$ cat src/rtl/rac_pkg.sv
// Shared types and constants for the rational add and compare block.
package rac_pkg;

  localparam int SUM_NUM_W = 32;
  localparam int SUM_DEN_W = 31;
  localparam int OUT_TW    = 64;

  typedef enum logic [1:0] {
    OP_ADD  = 2'd0,
    OP_EQ   = 2'd1,
    OP_GT   = 2'd2,
    OP_NONE = 2'd3
  } op_t;

  typedef enum logic [4:0] {
    ST_IDLE   = 5'b00001,
    ST_MUL    = 5'b00010,
    ST_RSTART = 5'b00100,
    ST_RED    = 5'b01000,
    ST_DONE   = 5'b10000
  } rac_state_t;

  typedef enum logic [3:0] {
    R_IDLE = 4'b0001,
    R_GCD  = 4'b0010,
    R_DIV  = 4'b0100,
    R_FIN  = 4'b1000
  } red_state_t;

endpackage

$ cat src/rtl/rac_reduce.sv
// Iterative fraction reducer: binary gcd followed by two restoring divisions.
module rac_reduce #(
  parameter int NW = 32,
  localparam int CW = $clog2(NW)
) (
  input  logic                 clk,
  input  logic                 rst_n,
  input  logic                 start,
  input  logic signed [NW-1:0] n_in,
  input  logic        [NW-1:0] d_in,
  output logic                 done,
  output logic signed [NW-1:0] n_out,
  output logic        [NW-1:0] d_out
);
  import rac_pkg::*;

  red_state_t         state_r, state_nxt;
  logic signed [NW-1:0] n_r, n_nxt;
  logic [NW-1:0]      d_r, d_nxt;
  logic [NW-1:0]      u_r, u_nxt;
  logic [NW-1:0]      v_r, v_nxt;
  logic [CW-1:0]      k_r, k_nxt;
  logic [CW-1:0]      cnt_r, cnt_nxt;
  logic               sel_r, sel_nxt;

  logic [NW-1:0]      div_x;
  logic [NW:0]        div_t;
  logic               div_ge;
  logic [NW:0]        div_rem;
  logic [NW-1:0]      div_q;

  assign div_x   = sel_r ? d_r : $unsigned(n_r);
  assign div_t   = {v_r, div_x[NW-1]};
  assign div_ge  = div_t >= {1'b0, u_r};
  assign div_rem = div_ge ? (div_t - {1'b0, u_r}) : div_t;
  assign div_q   = {div_x[NW-2:0], div_ge};

  always_comb begin
    state_nxt = state_r;
    n_nxt     = n_r;
    d_nxt     = d_r;
    u_nxt     = u_r;
    v_nxt     = v_r;
    k_nxt     = k_r;
    cnt_nxt   = cnt_r;
    sel_nxt   = sel_r;
    unique case (state_r)
      R_IDLE: begin
        if (start) begin
          n_nxt = n_in;
          d_nxt = d_in;
          u_nxt = $unsigned(n_in);
          v_nxt = d_in;
          k_nxt = '0;
          if (!n_in[NW-1] && ($unsigned(n_in) > NW'(1)) && (d_in > NW'(1))) begin
            state_nxt = R_GCD;
          end else begin
            state_nxt = R_FIN;
          end
        end
      end
      R_GCD: begin
        if (u_r == v_r) begin
          if ((u_r == NW'(1)) && (k_r == '0)) begin
            state_nxt = R_FIN;
          end else begin
            u_nxt     = u_r << k_r;
            v_nxt     = '0;
            cnt_nxt   = '0;
            sel_nxt   = 1'b0;
            state_nxt = R_DIV;
          end
        end else begin
          priority if (!u_r[0] && !v_r[0]) begin
            u_nxt = u_r >> 1;
            v_nxt = v_r >> 1;
            k_nxt = k_r + CW'(1);
          end else if (!u_r[0]) begin
            u_nxt = u_r >> 1;
          end else if (!v_r[0]) begin
            v_nxt = v_r >> 1;
          end else if (u_r > v_r) begin
            u_nxt = (u_r - v_r) >> 1;
          end else begin
            v_nxt = (v_r - u_r) >> 1;
          end
        end
      end
      R_DIV: begin
        v_nxt   = div_rem[NW-1:0];
        cnt_nxt = cnt_r + CW'(1);
        if (sel_r) begin
          d_nxt = div_q;
        end else begin
          n_nxt = $signed(div_q);
        end
        if (cnt_r == CW'(NW - 1)) begin
          cnt_nxt = '0;
          v_nxt   = '0;
          if (sel_r) begin
            state_nxt = R_FIN;
          end else begin
            sel_nxt = 1'b1;
          end
        end
      end
      R_FIN: begin
        state_nxt = R_IDLE;
      end
      default: begin
        state_nxt = R_IDLE;
      end
    endcase
  end

  always_ff @(posedge clk) begin
    if (!rst_n) begin
      state_r <= R_IDLE;
    end else begin
      state_r <= state_nxt;
    end
  end

  always_ff @(posedge clk) begin
    n_r   <= n_nxt;
    d_r   <= d_nxt;
    u_r   <= u_nxt;
    v_r   <= v_nxt;
    k_r   <= k_nxt;
    cnt_r <= cnt_nxt;
    sel_r <= sel_nxt;
  end

  assign done  = (state_r == R_FIN);
  assign n_out = n_r;
  assign d_out = (n_r == '0) ? '0 : d_r;

endmodule

$ cat src/rtl/rational_add_compare.sv
// Rational add, equal and greater unit on two fractions, one transaction at a time.
// Path from input transaction to result valid: add with a zero denominator and the
// unused opcode go straight to the output stage, greater takes the multiply steps, add
// takes the multiply steps and then rac_reduce, and equal runs rac_reduce once per fraction.
// Throughput: one transaction in flight; in_tready returns once the result is registered.
// Reset (rst_n low, synchronous): sequencer idle, output register empty.
module rational_add_compare #(
  parameter int IN_WIDTH = 16,
  localparam int IN_TW = ((4 * IN_WIDTH + 7) / 8) * 8
) (
  input  logic                       clk,
  input  logic                       rst_n,
  input  logic                       in_tvalid,
  output logic                       in_tready,
  input  logic [IN_TW-1:0]           in_tdata,   // opcode, a_num, a_den, b_num, b_den
  output logic                       out_tvalid,
  input  logic                       out_tready,
  output logic [rac_pkg::OUT_TW-1:0] out_tdata   // sum_num, sum_den, flag
);
  import rac_pkg::*;

  localparam int W  = IN_WIDTH;
  localparam int NW = 2 * IN_WIDTH;
  localparam int EW = (NW > SUM_NUM_W) ? NW : SUM_NUM_W;

  rac_state_t           state_r, state_nxt;
  op_t                  op_r, op_nxt;
  logic signed [W-1:0]  an_r, an_nxt;
  logic [W-2:0]         ad_r, ad_nxt;
  logic signed [W-1:0]  bn_r, bn_nxt;
  logic [W-2:0]         bd_r, bd_nxt;
  logic [1:0]           mcnt_r, mcnt_nxt;
  logic signed [NW-1:0] p0_r, p0_nxt;
  logic signed [NW-1:0] p1_r, p1_nxt;
  logic signed [NW-1:0] n_r, n_nxt;
  logic [NW-1:0]        d_r, d_nxt;
  logic signed [NW-1:0] xn_r, xn_nxt;
  logic [NW-1:0]        xd_r, xd_nxt;
  logic                 pass_r, pass_nxt;
  logic                 flag_r, flag_nxt;
  logic                 out_valid_r;
  logic [SUM_NUM_W-1:0] out_num_r;
  logic [SUM_DEN_W-1:0] out_den_r;
  logic                 out_flag_r;

  logic                 in_acc;
  logic                 out_load;
  op_t                  in_op;
  logic signed [W-1:0]  in_a_num;
  logic [W-2:0]         in_a_den;
  logic signed [W-1:0]  in_b_num;
  logic [W-2:0]         in_b_den;
  logic signed [W-1:0]  ma;
  logic signed [W-1:0]  mb;
  logic signed [NW-1:0] prod;
  logic signed [NW-1:0] gt_x;
  logic signed [NW-1:0] gt_y;
  logic signed [EW-1:0] num_ext;
  logic [EW-1:0]        den_ext;

  logic                 red_start;
  logic                 red_done;
  logic signed [NW-1:0] red_n;
  logic [NW-1:0]        red_d;

  assign in_op    = op_t'(in_tdata[1:0]);
  assign in_a_num = in_tdata[2 +: W];
  assign in_a_den = in_tdata[2 + W +: W - 1];
  assign in_b_num = in_tdata[1 + 2 * W +: W];
  assign in_b_den = in_tdata[1 + 3 * W +: W - 1];

  assign in_tready = (state_r == ST_IDLE);
  assign in_acc    = in_tvalid && in_tready;
  assign out_load  = (state_r == ST_DONE) && (!out_valid_r || out_tready);
  assign red_start = (state_r == ST_RSTART);

  always_comb begin
    unique case (mcnt_r)
      2'd0: begin
        ma = an_r;
        mb = $signed({1'b0, bd_r});
      end
      2'd1: begin
        ma = bn_r;
        mb = $signed({1'b0, ad_r});
      end
      default: begin
        ma = $signed({1'b0, ad_r});
        mb = $signed({1'b0, bd_r});
      end
    endcase
  end

  assign prod = ma * mb;

  assign gt_x = (ad_r == '0) ? '0 : ((bd_r == '0) ? NW'(an_r) : p0_r);
  assign gt_y = (bd_r == '0) ? '0 : ((ad_r == '0) ? NW'(bn_r) : p1_r);

  rac_reduce #(
    .NW(NW)
  ) u_reduce (
    .clk   (clk),
    .rst_n (rst_n),
    .start (red_start),
    .n_in  (n_r),
    .d_in  (d_r),
    .done  (red_done),
    .n_out (red_n),
    .d_out (red_d)
  );

  always_comb begin
    state_nxt = state_r;
    op_nxt    = op_r;
    an_nxt    = an_r;
    ad_nxt    = ad_r;
    bn_nxt    = bn_r;
    bd_nxt    = bd_r;
    mcnt_nxt  = mcnt_r;
    p0_nxt    = p0_r;
    p1_nxt    = p1_r;
    n_nxt     = n_r;
    d_nxt     = d_r;
    xn_nxt    = xn_r;
    xd_nxt    = xd_r;
    pass_nxt  = pass_r;
    flag_nxt  = flag_r;
    unique case (state_r)
      ST_IDLE: begin
        if (in_acc) begin
          op_nxt   = in_op;
          an_nxt   = in_a_num;
          ad_nxt   = in_a_den;
          bn_nxt   = in_b_num;
          bd_nxt   = in_b_den;
          mcnt_nxt = '0;
          pass_nxt = 1'b0;
          flag_nxt = 1'b0;
          n_nxt    = '0;
          d_nxt    = '0;
          unique case (in_op)
            OP_ADD: begin
              if (in_a_den == '0) begin
                n_nxt     = NW'(in_b_num);
                d_nxt     = NW'(in_b_den);
                state_nxt = ST_DONE;
              end else if (in_b_den == '0) begin
                n_nxt     = NW'(in_a_num);
                d_nxt     = NW'(in_a_den);
                state_nxt = ST_DONE;
              end else begin
                state_nxt = ST_MUL;
              end
            end
            OP_EQ: begin
              n_nxt     = NW'(in_a_num);
              d_nxt     = NW'(in_a_den);
              state_nxt = ST_RSTART;
            end
            OP_GT: begin
              state_nxt = ST_MUL;
            end
            OP_NONE: begin
              state_nxt = ST_DONE;
            end
          endcase
        end
      end
      ST_MUL: begin
        mcnt_nxt = mcnt_r + 2'd1;
        unique case (mcnt_r)
          2'd0: p0_nxt = prod;
          2'd1: p1_nxt = prod;
          2'd2: d_nxt  = $unsigned(prod);
          2'd3: begin
            if (op_r == OP_GT) begin
              flag_nxt  = (gt_x > gt_y);
              n_nxt     = '0;
              d_nxt     = '0;
              state_nxt = ST_DONE;
            end else begin
              n_nxt     = p0_r + p1_r;
              state_nxt = ST_RSTART;
            end
          end
        endcase
      end
      ST_RSTART: begin
        state_nxt = ST_RED;
      end
      ST_RED: begin
        if (red_done) begin
          if (op_r == OP_ADD) begin
            n_nxt     = red_n;
            d_nxt     = red_d;
            state_nxt = ST_DONE;
          end else if (!pass_r) begin
            xn_nxt    = red_n;
            xd_nxt    = red_d;
            n_nxt     = NW'(bn_r);
            d_nxt     = NW'(bd_r);
            pass_nxt  = 1'b1;
            state_nxt = ST_RSTART;
          end else begin
            flag_nxt  = (xn_r == red_n) && (xd_r == red_d);
            n_nxt     = '0;
            d_nxt     = '0;
            state_nxt = ST_DONE;
          end
        end
      end
      ST_DONE: begin
        if (out_load) begin
          state_nxt = ST_IDLE;
        end
      end
      default: begin
        state_nxt = ST_IDLE;
      end
    endcase
  end

  assign num_ext = EW'(n_r);
  assign den_ext = EW'(d_r);

  always_ff @(posedge clk) begin
    if (!rst_n) begin
      state_r     <= ST_IDLE;
      out_valid_r <= 1'b0;
    end else begin
      state_r <= state_nxt;
      if (out_load) begin
        out_valid_r <= 1'b1;
      end else if (out_tready) begin
        out_valid_r <= 1'b0;
      end
    end
  end

  always_ff @(posedge clk) begin
    op_r   <= op_nxt;
    an_r   <= an_nxt;
    ad_r   <= ad_nxt;
    bn_r   <= bn_nxt;
    bd_r   <= bd_nxt;
    mcnt_r <= mcnt_nxt;
    p0_r   <= p0_nxt;
    p1_r   <= p1_nxt;
    n_r    <= n_nxt;
    d_r    <= d_nxt;
    xn_r   <= xn_nxt;
    xd_r   <= xd_nxt;
    pass_r <= pass_nxt;
    flag_r <= flag_nxt;
    if (out_load) begin
      out_num_r  <= num_ext[SUM_NUM_W-1:0];
      out_den_r  <= den_ext[SUM_DEN_W-1:0];
      out_flag_r <= flag_r;
    end
  end

  assign out_tvalid = out_valid_r;
  assign out_tdata  = {out_flag_r, out_den_r, out_num_r};

  a_busy_after_accept: assert property (@(posedge clk) disable iff (!rst_n)
    in_tvalid && in_tready |=> !in_tready)
    else $error("input taken again right after a transaction");

  a_reduce_done_in_wait: assert property (@(posedge clk) disable iff (!rst_n)
    red_done |-> (state_r == ST_RED))
    else $error("reducer finished outside the wait state");

  a_compare_zero_sum: assert property (@(posedge clk) disable iff (!rst_n)
    out_load && (op_r != OP_ADD) |=> (out_tdata[SUM_NUM_W+SUM_DEN_W-1:0] == '0))
    else $error("compare result carries a nonzero sum");

  a_add_flag_clear: assert property (@(posedge clk) disable iff (!rst_n)
    out_load && (op_r == OP_ADD) |=> !out_tdata[OUT_TW-1])
    else $error("add result carries a set flag");

endmodule
$ cat config.mk
export PLATFORM = sky130hd
export DESIGN_NAME = rational_add_compare
export DESIGN_NICKNAME = d
export VERILOG_FILES = /design/src/rtl/rac_pkg.sv /design/src/rtl/rac_reduce.sv /design/src/rtl/rational_add_compare.sv
export SDC_FILE = /design/constraint.sdc
export NUM_CORES = 2
export LEC_CHECK = 0
export BUFFER_PORTS_ARGS = -buffer_cell sky130_fd_sc_hd__buf_2
export CAP_MARGIN = 10
export CORE_MARGIN = 2
export CORE_UTILIZATION = 60
export DETAILED_ROUTE_END_ITERATION = 10
export PLACE_DENSITY = 0.87
export SYNTH_ARGS = -nofsm -noshare
export SYNTH_HDL_FRONTEND = slang
export SYNTH_SLANG_ARGS = --single-unit
$ cat constraint.sdc
create_clock -name clk -period 14.6 [get_ports clk]
set_clock_uncertainty 0.1 [all_clocks]
set_input_delay 0.73 -clock clk [delete_from_list [all_inputs] [get_ports clk]]
set_output_delay 0.73 -clock clk [all_outputs]
set_load 0.05 [all_outputs]
* After elaboration in Yosys (flattened, before gate mapping)
Cells that the tools add are included.
Storage, ports and cells: register bits after elaboration 473, input port bits 68, output and inout bits 66, logic and storage cells 231
Operators by class: add/subtract/negate cells 7, multipliers 1, order comparisons 5, equality and inequality tests 43, shifts and indexed selects 1, muxes and demuxes 94, bitwise gates (word level) 2, reductions and logical operators 49
Operators by type and width (count):
- 32-bit two-way mux | 36
- 32-bit case mux with 2 select lines | 5
- 32-bit case mux with 3 select lines | 3
- 32-bit equality test | 3
- 32-bit subtractor | 3
- 5-bit two-way mux | 15
- 32-bit by 1-bit greater-than comparator with 1-bit output, second input constant | 2
- 32-bit greater-than comparator | 2
- 15-bit logical NOT | 4
- 15-bit two-way mux | 4
- 33-bit by 32-bit >= comparator with 1-bit output | 1
- 32-bit adder | 1
- 32-bit by 1-bit equality test with 1-bit output, second input constant | 1
- 32-bit logical NOT | 1
- 16-bit by 16-bit multiplier with 32-bit output | 1
- 16-bit case mux with 2 select lines | 1
- 4-bit AND reduction | 8
- 32-bit by 5-bit << shifter with 32-bit output | 1
- 15-bit case mux with 2 select lines | 1
- 5-bit case mux with 5 select lines | 1
- 4-bit two-way mux | 6
- 2-bit inequality test, second input constant | 10
- 5-bit case mux with 2 select lines | 2
- 5-bit case mux with 4 select lines | 1
- other kinds (36) | 89

* Longest topological paths before layout
word-level depth 8, mapped depth 30, depth with buffers taken out 28

* Cells and area by module
A second synthesis with hierarchy kept.
Second synthesis, totals: cells, all modules 4019, area total of the unflattened synthesis 39969.6 um^2
By module, submodules not included:
- rational_add_compare | times used 1, cells an instance 2306, area each 25217.9 um^2, sequential area each 9849.4 um^2
- rac_reduce | times used 1, cells an instance 1713, area each 14751.6 um^2, sequential area each 4254.1 um^2

* Least setup slack after synthesis
OpenSTA, ideal clock, no wires.
path type register to register, start point register state_r[4], end point register xd_r[0] (enable), setup time 0.644 ns, arrival time 6.974 ns, data required time 13.856 ns, path slack 6.882 ns, stages on the path, launching flop included 4, path through dfxtp_1 nor3_1 nand3b_1 nor4_1
Between the ends: cells in the longest elaborated chain, start to end 2
RTL lines:
- start, declared | RTL line rational_add_compare.sv:26 | rac_state_t state_r, state_nxt;
- start signal, assigned | RTL line rational_add_compare.sv:231 | state_r <= state_nxt;
- 5-bit by 4-bit equality test with 1-bit output | RTL line rational_add_compare.sv:128 | unique case (state_r)
- 4-bit AND reduction (no line)
- end signal, assigned | RTL line rational_add_compare.sv:252 | xd_r <= xd_nxt;
- end, declared | RTL line rational_add_compare.sv:38 | logic [NW-1:0] xd_r, xd_nxt;
No other way between the ends. A chain may end at the register's enable or synchronous reset.

* Worst setup path in the final report
start point register mcnt_r[1], end point register d_r[30], data pin
Between the ends: cells in the longest elaborated chain, start to end 5, elaborated cells on any way between the ends 9, classes of those cells 1 x mul; 3 x eq/ne; 4 x mux; 1 x reduce/logical
RTL lines:
- start, declared | RTL line rational_add_compare.sv:32 | logic [1:0] mcnt_r, mcnt_nxt;
- start signal, assigned | RTL line rational_add_compare.sv:246 | mcnt_r <= mcnt_nxt;
- 2-bit by 1-bit equality test with 1-bit output / 2-bit logical NOT (equally long branches) | RTL line rational_add_compare.sv:78 | unique case (mcnt_r)
- 16-bit case mux with 2 select lines / 15-bit two-way mux (equally long branches) | RTL line rational_add_compare.sv:78
- 16-bit by 16-bit multiplier with 32-bit output (*) | RTL line rational_add_compare.sv:94 | assign prod = ma * mb;
- named net prod[30] | RTL line rational_add_compare.sv:55 | logic signed [NW-1:0] prod;
- 32-bit case mux with 2 select lines (*) | RTL line rational_add_compare.sv:171 | unique case (mcnt_r)
- 32-bit case mux with 3 select lines (*) | RTL line rational_add_compare.sv:128
- end signal, assigned | RTL line rational_add_compare.sv:250 | d_r <= d_nxt;
- end, declared | RTL line rational_add_compare.sv:36 | logic [NW-1:0] d_r, d_nxt;
Mark *: on every way through the listed nets, which the timed path passes. The rest lies on a longest branch.

==> results.json <==
{
  "crit_top_cell": "fa_1",
  "ant_nets": 0,
  "drtIter0Drc": 5140,
  "period_needed_ns": 9.07,
  "place_inst": 4934,
  "start_util_pct": 60.7,
  "synth-warning-count": 0,
  "seq_area_frac_synth_pct": 35.3,
  "finalSetupTns_ns": 0,
  "vias_per_cell": 6.85,
  "grt_pass1_vias": 33700,
  "synth.net_count": 4633,
  "htree_levels": 2,
  "clk_pin_slew_ns": 0.07,
  "rows": 94,
  "num-fill-cells": 5278,
  "worstHoldPathType": "in -> reg",
  "arrival_ns": 9.35,
  "async_flop_share_pct": 0,
  "critPathKind": "reg -> reg",
  "area.sequential_sq_um": 14100,
  "instances_no_fill": 5028,
  "core_area_sq_um": 65900,
  "grt_max_degree": 85,
  "fmax_mhz": 110,
  "die-height_um": 262,
  "ioPinCount": 134,
  "dp_hpwl_mm": 108,
  "grt_pass1_wl_mm": 211,
  "worstMarginPinSlew_ns": 1.26,
  "maxCapViolations": 0,
  "area_delta_synth_final_pct": 7.63,
  "synth_edf_count": 463,
  "dieArea_sq_um": 68800,
  "numCtsBuffers": 47,
  "multi_input_area_sq_um": 23700,
  "cp-start-kind": "register",
  "gp_congestion": 1.04,
  "hold-worst-slack_ns": 0.243,
  "routedWlPerCell_um": 28.1,
  "synthFlopType": "edfxtp_1",
  "vias": 34500,
  "rsz0062_at_grt": "no",
  "drc_errors": 0,
  "syn_inst": 4066,
  "cpPeakStageDelay_ns": 0.91,
  "port_buffers": 133,
  "cts_sinks": 473,
  "hold_viol": 0,
  "grt_overflow_total": 0,
  "track_usage_pct": 40.4,
  "relSlewSlack_pct": 15.7,
  "maxSlewViolCount": 0,
  "worst_setup_path_end_kind": "register",
  "cts_hold_buf": 0,
  "cts_tree": "done",
  "cts-resized-gates": 0,
  "synthesis.area_sq_um": 40000,
  "postCtsSetupBuffers": 0,
  "avgSynthCellArea_sq_um": 9.84,
  "clk_path_buf_depth": 3,
  "die_width_um": 262,
  "worst_skew_pair.late_latency_ns": 0.63,
  "outcome": "finished clean",
  "drive_above_1_share_pct": 8.63,
  "synth-seq-cells": 473,
  "fin_crit_sh_pct": 62.1,
  "cp.required_ns": 14.87,
  "wirelength_mm": 141,
  "synthDistinctLibCells": 94,
  "critPathSlowestCell": "a21oi_1",
  "setup_viol": 0,
  "final_nets": 4686,
  "drt_pass1_iterations": 9,
  "critPathMaxFanout": 43,
  "antenna_found_initial": 17,
  "cts_root_buffer": "clkbuf_16"
}
==> path summary, 6_finish.rpt <==
path / startpoint / end / slack [ns] / depth (start not counted)
worst max-delay path: mcnt_r[1] / d_r[30] / 5.53 / 26
worst min-delay path: in_tdata[40] / bn_r[7] / 0.24 / 1
worst max register to register: mcnt_r[1] / d_r[30] / 5.53 / 26
worst min register to register: flag_r / out_flag_r / 0.35 / 0
==> placed cells by master (no fill, tap or decap), drive strengths merged, types with 54 or more instances in the layout <==
cell type and n:
mux2i 63, a221oi 59, a21oi 243, nor2 299
nor3 71, o21a 93, inv 404, fa 250
xnor2 131, a21o 129, ha 249, and2 65
clkbuf 59, nand2 450, o21ai 189, edfxtp 463
buf 190, xor2 54, nor4 57
==> cell families (layout without fill, tap and decap cells) <==
| logic type | Yosys count | in the layout | share of synthesized area [%] |
|---|---|---|---|
| AOI/OAI and AO/OA | 1027 | 1027 | 17.5 |
| xor gates and xnor gates | 185 | 185 | 4.05 |
| adders and majority gates | 499 | 499 | 20.3 |
| buffers and inverters | 589 | 681 | 5.65 |
| DFF | 473 | 473 | 35.3 |
| muxes | 102 | 102 | 3.38 |
| other | 0 | 6 | 0 |
| and+or+nand+nor | 1191 | 1191 | 13.9 |
==> Yosys cell counts, types with 19 or more instances <==
cell / instances / area (sq um)
edfxtp_1: 463 / 13900
nand2_1: 449 / 1690
inv_1: 403 / 1510
nor2_1: 298 / 1120
fa_1: 250 / 5000
ha_1: 249 / 3120
a21oi_1: 242 / 1210
o21ai_0: 167 / 836
clkbuf_1: 138 / 518
xnor2_1: 131 / 1150
a21o_1: 129 / 968
o21a_1: 93 / 698
nor3_1: 67 / 335
mux2i_1: 63 / 631
a221oi_1: 58 / 508
nor4_1: 56 / 350
xor2_1: 54 / 473
nand4_1: 51 / 319
and2_1: 50 / 313
nand3_1: 48 / 240
a22o_1: 46 / 403
a22oi_1: 46 / 345
o211ai_1: 36 / 270
buf_2: 32 / 160
nor2b_1: 29 / 181
mux4_2: 25 / 563
and3_1: 23 / 144
nand3b_1: 22 / 165
a211oi_1: 21 / 158
o21ai_1: 20 / 100
o22ai_1: 20 / 125
nand2b_1: 19 / 119
==> stage by stage <==
stage          worst slack [ns]  area (sq um)  util (%)
5_1_grt                    4.96         43000      65.4
3_3_place_gp               5.78         41500      63.0
2_1_floorplan              6.88         40000         -
6_report                   5.53         43100      65.4
3_5_place_dp               5.57         41500      63.0
4_1_cts                    5.53         43000      65.3
==> registers in the layout, indices dropped and copies added (netlist names), 32 cells and up <==
signal and cells:
d_r 32, out_num_r 32, u_reduce.u_r 32, u_reduce.n_out 32, u_reduce.d_r 32, u_reduce.v_r 32, p0_r 32, p1_r 32
n_r 32, xd_r 32, xn_r 32
==> critical path: cells and delay by family, from the launching register on <==
family	cells	cell delay [ns]
fa+ha+maj	8	4.09
compound gates	10	3.18
simple gates	2	0.54
flops	1	0.43
buf+inv	5	0.30
xor+xnor	1	0.19
==> layout make-up <==
| type | count | area share, % |
|---|---|---|
| diodes | 6 | 0.0349 |
| clock buffers | 59 | 2.93 |
| clock inverters | 29 | 0.619 |
| inverters | 403 | 3.51 |
| multi-input cells | 3004 | 55.1 |
| flip-flops and latches | 473 | 32.8 |
| well taps | 864 | 2.51 |
| repair buffers | 190 | 2.54 |
==> layer usage <==
layer | routed length (um) | track usage, %
met2 | 60800 | 60.8
met4 | 12600 | 28.8
met3 | 19700 | 11.8
met1 | 47800 | 49.9
met5 | 147 | 0
Power is not shown: default switching activity piles up to over one toggle a cycle in this logic, so the estimate is an artifact.
